## src/rtl/bfas_pkg.sv

```systemverilog
package bfas_pkg;

    localparam logic [31:0] VELOCITY_LIMIT = 32'd65536;
    localparam logic [31:0] STEP_LIMIT     = 32'd655;
    localparam logic [23:0] DT_LIMIT       = 24'd1677722;

    localparam int W = 72;

    localparam logic signed [W-1:0] BIG_RAW  = W'(64'sd1 <<< 40);
    localparam logic signed [W-1:0] BIG_BACK = W'(64'sd1 <<< 36);
    localparam logic signed [W-1:0] MAX_ENERGY = W'(64'sd2147483647);

    typedef enum logic [1:0] {
        OP_STEP    = 2'd0,
        OP_PROBE   = 2'd1,
        OP_ENGAGE  = 2'd2,
        OP_RELEASE = 2'd3
    } op_t;

    typedef enum logic [2:0] {
        ST_OK         = 3'd0,
        ST_BOUNDED    = 3'd1,
        ST_DEADBAND   = 3'd2,
        ST_NOT_ENGAGED = 3'd3,
        ST_BAD_INPUT  = 3'd4,
        ST_BAD_DT     = 3'd5,
        ST_INFEASIBLE = 3'd6,
        ST_ENERGY     = 3'd7
    } status_t;

    typedef enum logic [2:0] {
        REG_INV_MASS = 3'd0,
        REG_DAMPING  = 3'd1,
        REG_STIFF    = 3'd2,
        REG_DEADBAND = 3'd3,
        REG_OFF_LIM  = 3'd4,
        REG_ACC_LIM  = 3'd5,
        REG_JERK_LIM = 3'd6,
        REG_EN_LIM   = 3'd7
    } reg_idx_t;

    typedef enum logic [1:0] {
        MM_Q16 = 2'd0,
        MM_DT  = 2'd1,
        MM_DIV = 2'd2
    } mul_mode_t;

    function automatic logic signed [W-1:0] clamp_sym(
        input logic signed [W-1:0] v,
        input logic signed [W-1:0] lim
    );
        logic signed [W-1:0] r;
        begin
            r = v;
            if (v > lim)
                r = lim;
            else if (v < -lim)
                r = -lim;
            return r;
        end
    endfunction

    function automatic logic [W-1:0] mag(input logic signed [W-1:0] a);
        begin
            return a[W-1] ? W'(-a) : W'(a);
        end
    endfunction

    function automatic logic signed [31:0] sat32(input logic signed [W-1:0] v);
        logic signed [31:0] r;
        begin
            if (v > W'(64'sd2147483647))
                r = 32'sh7fffffff;
            else if (v < -W'(64'sd2147483648))
                r = 32'sh80000000;
            else
                r = v[31:0];
            return r;
        end
    endfunction

endpackage

```

## src/rtl/bfas_arith.sv

```systemverilog
module bfas_arith
    import bfas_pkg::*;
(
    input  logic                clk,
    input  logic                rst_n,
    input  logic                start,
    input  mul_mode_t           mode,
    input  logic signed [W-1:0] a,
    input  logic [31:0]         b,
    input  logic signed [W-1:0] cap,
    output logic                done,
    output logic signed [W-1:0] result
);

    localparam int PW = 2 * W;

    logic [PW-1:0]      acc_reg, acc_next;
    logic [W-1:0]       mcand_reg, mcand_next;
    logic [31:0]        mplier_reg, mplier_next;
    logic [6:0]         cnt_reg, cnt_next;
    logic               busy_reg, busy_next;
    logic               neg_reg, neg_next;
    mul_mode_t          mode_reg, mode_next;
    logic signed [W-1:0] cap_reg, cap_next;
    logic [W-1:0]       rem_reg, rem_next;
    logic [W-1:0]       quo_reg, quo_next;
    logic [W-1:0]       dnum_reg, dnum_next;
    logic               done_reg, done_next;
    logic signed [W-1:0] res_reg, res_next;

    logic [W-1:0] m_a;
    logic [PW-1:0] prod_sh;
    logic [W-1:0] pmag;
    logic [W-1:0] rem_sh;

    always_comb
    begin
        m_a = mag(a);
        acc_next    = acc_reg;
        mcand_next  = mcand_reg;
        mplier_next = mplier_reg;
        cnt_next    = cnt_reg;
        busy_next   = busy_reg;
        neg_next    = neg_reg;
        mode_next   = mode_reg;
        cap_next    = cap_reg;
        rem_next    = rem_reg;
        quo_next    = quo_reg;
        dnum_next   = dnum_reg;
        done_next   = 1'b0;
        res_next    = res_reg;
        prod_sh     = '0;
        pmag        = '0;
        rem_sh      = '0;
        if (start && !busy_reg) begin
            busy_next  = 1'b1;
            neg_next   = a[W-1];
            mode_next  = mode;
            cap_next   = cap;
            acc_next   = '0;
            mcand_next = m_a;
            mplier_next = b;
            rem_next   = '0;
            quo_next   = '0;
            dnum_next  = m_a << 24;
            cnt_next   = (mode == MM_DIV) ? 7'(W) : 7'd32;
        end else if (busy_reg) begin
            if (mode_reg == MM_DIV) begin
                rem_sh = {rem_reg[W-2:0], dnum_reg[W-1]};
                dnum_next = dnum_reg << 1;
                if (rem_sh >= W'(mplier_reg)) begin
                    rem_next = rem_sh - W'(mplier_reg);
                    quo_next = {quo_reg[W-2:0], 1'b1};
                end else begin
                    rem_next = rem_sh;
                    quo_next = {quo_reg[W-2:0], 1'b0};
                end
            end else begin
                if (mplier_reg[0])
                    acc_next = acc_reg + (PW'(mcand_reg) << (32 - int'(cnt_reg)));
                mplier_next = mplier_reg >> 1;
            end
            cnt_next = cnt_reg - 7'd1;
            if (cnt_reg == 7'd1) begin
                busy_next = 1'b0;
                done_next = 1'b1;
                case (mode_reg)
                    MM_Q16:
                    begin
                        prod_sh = acc_next >> 16;
                        pmag = (prod_sh > PW'(cap_reg)) ? W'(cap_reg) : W'(prod_sh);
                    end
                    MM_DT:
                    begin
                        prod_sh = acc_next >> 24;
                        pmag = W'(prod_sh);
                    end
                    default:
                    begin
                        pmag = (quo_next > W'(cap_reg)) ? W'(cap_reg) : quo_next;
                    end
                endcase
                res_next = neg_reg ? W'(-pmag) : W'(pmag);
            end
        end
    end

    always_ff @(posedge clk or negedge rst_n)
    begin
        if (!rst_n) begin
            busy_reg <= 1'b0;
            done_reg <= 1'b0;
            cnt_reg  <= '0;
        end else begin
            busy_reg <= busy_next;
            done_reg <= done_next;
            cnt_reg  <= cnt_next;
        end
    end

    always_ff @(posedge clk)
    begin
        acc_reg    <= acc_next;
        mcand_reg  <= mcand_next;
        mplier_reg <= mplier_next;
        neg_reg    <= neg_next;
        mode_reg   <= mode_next;
        cap_reg    <= cap_next;
        rem_reg    <= rem_next;
        quo_reg    <= quo_next;
        dnum_reg   <= dnum_next;
        res_reg    <= res_next;
    end

    assign done   = done_reg;
    assign result = res_reg;

endmodule

```

## config.mk

```make
export PLATFORM = sky130hd
export DESIGN_NAME = bfas_arith
export DESIGN_NICKNAME = d
export VERILOG_FILES = /design/src/rtl/bfas_pkg.sv /design/src/rtl/bfas_arith.sv
export SDC_FILE = /design/constraint.sdc
export NUM_CORES = 2
export LEC_CHECK = 0
export BUFFER_PORTS_ARGS = -buffer_cell sky130_fd_sc_hd__buf_4
export CAP_MARGIN = 0
export CELL_PAD_IN_SITES_DETAIL_PLACEMENT = 1
export CELL_PAD_IN_SITES_GLOBAL_PLACEMENT = 2
export CORE_AREA = 4 4 355 357
export CTS_BUF_LIST = sky130_fd_sc_hd__clkbuf_8
export DETAILED_ROUTE_END_ITERATION = 8
export DIE_AREA = 0 0 359 361
export GPL_TIMING_DRIVEN = 1
export PLACE_DENSITY_LB_ADDON = 0.1
export REMOVE_ABC_BUFFERS = 1
export SYNTH_ARGS = -nofsm -noshare
export SYNTH_HDL_FRONTEND = slang
export SYNTH_SLANG_ARGS = --single-unit
```

## constraint.sdc

```tcl
create_clock -name clk -period 20 [get_ports clk]
set_input_delay 4 -clock clk [delete_from_list [all_inputs] [get_ports clk]]
set_output_delay 4 -clock clk [all_outputs]
set_load 0.05 [all_outputs]
```

**Yosys cells after proc, flatten, opt, wreduce, memory -nomap -nowiden**

Cells that the tools add are included.

- Register bits: 595
- Bits of input ports: 181
- Output and inout bits: 73
- Logic and storage cells: 75

- $add $sub $neg: 6
- Order comparisons: 3
- Eq/ne operators: 7
- Shifts and indexed selects: 1
- Multiplexer cells: 32
- Bitwise logic cells: 1
- Reduce and logical (&&, ||, !) cells: 10

Operator list:

| cell | number |
|---|---|
| 72-bit 2-to-1 mux | 12 |
| 144-bit 2-to-1 mux | 4 |
| 144-bit adder | 1 |
| 128-bit by 144-bit greater-than comparator with 1-bit output | 1 |
| 72-bit negation | 2 |
| 72-bit one-hot mux with 2 select lines | 1 |
| 72-bit by 32-bit << shifter with 144-bit output | 1 |
| 71-bit 2-to-1 mux | 2 |
| 32-bit 2-to-1 mux | 3 |
| 72-bit by 32-bit >= comparator with 1-bit output | 1 |
| 72-bit greater-than comparator | 1 |
| 71-bit by 32-bit subtractor with 71-bit output | 1 |
| 7-bit 2-to-1 mux | 3 |
| 6-bit by 7-bit subtractor with 8-bit output (first input constant) | 1 |
| 7-bit by 1-bit equality test with 1-bit output (second input constant) | 1 |
| 1-bit 2-to-1 mux | 7 |
| 7-bit by 1-bit subtractor with 7-bit output (second input constant) | 1 |
| 2-bit AND reduction | 3 |
| 3-bit AND reduction | 2 |
| 2-bit equality test (second input constant) | 2 |
| 2-bit nonzero test | 2 |
| 3-bit by 2-bit != test with 1-bit output (second input constant) | 1 |
| 3-bit != test (second input constant) | 1 |
| 2-bit by 1-bit equality test with 1-bit output (second input constant) | 1 |
| other kinds (5) | 5 |

**Depth between registers and ports, before layout**

- Depth in word-level cells: 15
- Depth in mapped cells: 61
- Gate-level depth less buffers: 51

**Worst setup path before layout**

OpenSTA, ideal clock, no wires.

- Path kind: reg2reg
- Start point: register cnt_reg[0]
- End point: register res_reg[70], in the netlist result[70] (data pin)
- Arrival time: 12.146 ns
- Data required time: 19.733 ns
- Path slack: 7.587 ns
- Stages on the path, launching flop included: 55
- Buffers on the path: 10
- Period minus slack after synthesis: 12.413 ns
- Cell sequence: dfrtp_1 > inv_1 > buf_1 > clkbuf_1 > ha_1 > buf_1 > buf_1 > clkbuf_1 > clkbuf_1 > clkbuf_1 > mux2i_1 > nor2_1 > a21oi_1 > nor2_1 > a21oi_1 > mux2i_1 > nand2_1 > o21ai_0 > [... 19 more ...] > nor4_1 > nand3_1 > nor4_1 > a21o_1 > or3_1 > clkbuf_1 > buf_2 > buf_2 > a21oi_1 > nor3_1 > ha_1 > nand2_1 > nand4b_2 > or3_1 > nor2_1 > nand4b_1 > o31ai_1 > xnor2_1

- Cells in the longest elaborated chain, start to end: 15

Ends and longest elaborated chain:

| item | RTL line | text |
|---|---|---|
| from (decl) | bfas_arith.sv:20 | `logic [6:0] cnt_reg, cnt_next;` |
| from (signal assigned) | bfas_arith.sv:117 | `cnt_reg <= cnt_next;` |
| 6-bit by 7-bit subtractor with 8-bit output * | bfas_arith.sv:80 | `acc_next = acc_reg + (PW'(mcand_reg) << (32 - int'(cnt_reg)));` |
| 72-bit by 32-bit << shifter with 144-bit output * | bfas_arith.sv:80 |  |
| 144-bit adder * | bfas_arith.sv:80 |  |
| 144-bit 2-to-1 mux * | bfas_arith.sv:79 | `if (mplier_reg[0])` |
| 144-bit 2-to-1 mux * | bfas_arith.sv:68 | `if (mode_reg == MM_DIV) begin` |
| 144-bit 2-to-1 mux * | bfas_arith.sv:67 | `end else if (busy_reg) begin` |
| 144-bit 2-to-1 mux * | bfas_arith.sv:55 | `if (start && !busy_reg) begin` |
| 128-bit by 144-bit greater-than comparator with 1-bit output | bfas_arith.sv:91 | `pmag = (prod_sh > PW'(cap_reg)) ? W'(cap_reg) : W'(prod_sh);` |
| 72-bit 2-to-1 mux | bfas_arith.sv:91 |  |
| 72-bit one-hot mux with 2 select lines * | bfas_arith.sv:87 | `case (mode_reg)` |
| 72-bit 2-to-1 mux * | bfas_arith.sv:84 | `if (cnt_reg == 7'd1) begin` |
| 72-bit 2-to-1 mux * | bfas_arith.sv:67 |  |
| 72-bit 2-to-1 mux * | bfas_arith.sv:55 |  |
| 72-bit negation | bfas_arith.sv:103 | `res_next = neg_reg ? W'(-pmag) : W'(pmag);` |
| 72-bit 2-to-1 mux * | bfas_arith.sv:103 |  |
| to (signal assigned) | bfas_arith.sv:132 | `res_reg <= res_next;` |
| to (decl) | bfas_arith.sv:29 | `logic signed [W-1:0] res_reg, res_next;` |

Every way passes the cells marked *; elsewhere a longest branch is shown, timed or not. The select of a mux whose other input is x is not followed.
A chain may end at the register's enable or synchronous reset.

**Final worst setup path**

Same ends and word-level chain as after synthesis.

==> flow_metrics.tcl <==
set metrics [dict create \
    clk_pin_slew_ns 0.06 \
    synth_edf_count 299 \
    dp_hpwl_um 161300 \
    power_density_nw_per_um2 156.9 \
    hold_slack_ns 0.4689 \
    dr.pass1.iters 7 \
    status "finished clean" \
    grt_max_degree 93 \
    ys_top_cells_by_area "edfxtp_1 17%, dfxtp_1 11%, ha_1 9.2%, nand2_1 8.5%, o21ai_0 6.4%" \
    clock.fmax_mhz 66.35 \
    finalCriticalPeriod_ns 15.07 \
    dieHeight_um 361 \
    cts_tree "yes" \
    cts_resized 0 \
    final_core_util_pct 46.62 \
    synth_top_area_share_pct 17.46 \
    worstSkewPairLatency_ns 0.85 \
    place_area_um2 54860 \
    clock_sinks 595 \
    drc 0 \
    slew_headroom_pct 24.56 \
    critPathRequiredTime_ns 20.55 \
    cts_root_buffer "clkbuf_8" \
    fp.dieW_um 359 \
    h-tree-depth 3 \
    multi_input_area_um2 34250 \
    final_nets 7268 \
    rsz0062_at_grt "no" \
    yosysMostFrequentCell "nand2_1" \
    finClkSkew_ns 0.05001 \
    cp-end-kind "flip-flop" \
    io_buffers 253 \
    finalHoldViolations 0 \
    clk_path_buf_depth 3 \
    die_area_um2 129600 \
    gp_congestion 0.9589 \
    largest_register_ffs 144 \
    vias_per_cell 6.115 \
    drv_cap 0 \
    start_kind "flip-flop" \
    cts-hold-fix-buffers 0 \
    floorplan.initialDensity_pct 41.81 \
    yosys.cell_types.count 105 \
    antenna_found_initial 3 \
    finalCritPeriodShare_pct 75.36 \
    synth_cells 6643 \
    fin_area_um2 57340 \
    drt-initial-drc-count 3824 \
    fin_setup_tns_ns 0 \
    async_reset_ff_share_pct 1.513 \
    fillers 15140 \
    io_pins 254 \
    ir_worst_vdd_mv 0.1173 \
    seq_area_frac_synth_pct 29.07 \
    grt_pass1_vias 51500 \
    slowest_stage "buf_4" \
    crit_arrival_ns 15.62 \
    hp-class "flip-flop to flip-flop" \
    cts_buffers 112 \
    synthTopCellsByCount "1167 x nand2_1, 661 x o21ai_0, 575 x a21oi_1, 472 x nor2_1, 379 x ha_1" \
    rows 129 \
    max_stage_delay_ns 0.62 \
    drv_slew 0 \
    leakage_nw 23.23 \
    tightest_slew_ns 1.125 \
    num_vias 51600 \
    gr-usage-all-layers_pct 31.12 \
    crit_path_max_fanout 56 \
    ff_latch_area_um2 14960 \
    finalSetupViolCount 0 \
    ys.flop_type "edfxtp_1" \
    synth_top_area_cell "edfxtp_1" \
    overflow 0 \
    avgSynthCellArea_um2 7.741 \
    grt_first_pass_wirelength_um 319000 \
    synth-seq-cells 595 \
    path_class "flip-flop to flip-flop" \
    core_area_um2 123000 \
    ant_nets 0 \
    syn2layout_area_growth_pct 11.50 \
    synth_warnings 0 \
    crit_path_frequent_cell "a21oi_1" \
    cts_setup_buffers 0 \
    layout-drive-gt1-share_pct 11.41 \
    wl_per_cell_um 24.84 \
    syn-cell-area_um2 51420 \
    finalWirelength_um 209600 \
]
## worst paths after layout
path	slack, ns	cells after the start	endpoint	from
max	4.93	52	result[70]	cnt_reg[0]
min	0.47	2	acc_reg[4]	acc_reg[4]
max reg2reg	4.93	52	result[70]	cnt_reg[0]
min reg2reg	0.47	2	acc_reg[4]	acc_reg[4]
max in group asynchronous	16.84	1	busy_reg	rst_n
min in group asynchronous	2.99	1	cnt_reg[0]	rst_n
## placed cells by master, fill, tap and decap left out, drive strengths merged, types with 205 or more instances in the layout
cell       n
dfxtp    287
ha       379
o21ai    672
inv      253
nand2   1167
a21oi    576
edfxtp   299
buf      363
nor2     473
xnor2    205
## metrics by stage
step                worst slack (ns)  power, W  cells
floorplan                      1.249  0.005698   6229
global placement               5.450  0.007430   8229
detailed placement             5.097  0.007530   8229
CTS                            5.031  0.008920   8437
global route                   3.938  0.009649   8438
finish                         4.928  0.008997   8438
## power by group
part           internal, W  switching, W
Combinational      0.00195       0.00378
Clock             0.000747      0.000602
Sequential         0.00163      0.000289
Total              0.00432       0.00467
## critical path, delay by kind of cell, from the launching register on
kind / cells / cell delay (ns)
xor+xnor: 2 / 0.30
buf+inv: 5 / 1.38
simple gates: 18 / 4.58
compound gates: 22 / 6.19
fa+ha+maj: 4 / 1.47
mux: 1 / 0.28
flops: 1 / 0.48
## layout make-up
| cell class | instances | share of cell area, % |
|---|---|---|
| antenna | 1 | 0.004365 |
| clock buffer | 121 | 2.905 |
| clock inverter | 87 | 1.414 |
| inverter | 228 | 1.514 |
| multi-input combinational | 5406 | 59.74 |
| sequential | 595 | 26.09 |
| tap | 1637 | 3.572 |
| timing repair buffer | 363 | 4.760 |
## cells by family after synthesis
| logic type | after synthesis | share of synthesized area (%) |
|---|---|---|
| flip-flops | 595 | 29.07 |
| AND/OR/NAND/NOR | 2401 | 21.09 |
| adder cells (fa/ha/maj) | 381 | 9.300 |
| XOR/XNOR | 299 | 5.093 |
| buffers and inverters | 642 | 4.737 |
| AO/OA/AOI/OAI | 2082 | 25.01 |
| multiplexers | 243 | 5.696 |
## routing by layer
| metal | GRT usage [%] | share of wire, % | vias to the layer above | wire (um) |
|---|---|---|---|---|
| li1 | - | - | 24410 | - |
| met1 | 42.84 | 46 | 25360 | 97440 |
| met2 | 49.56 | 44 | 1489 | 92880 |
| met3 | 4.112 | 5.2 | 331 | 10870 |
| met4 | 12.38 | 4.0 | 2 | 8420 |
| met5 | 0 | 0.0067 | - | 14 |
Note: power is estimated with default switching activity, not from simulation.
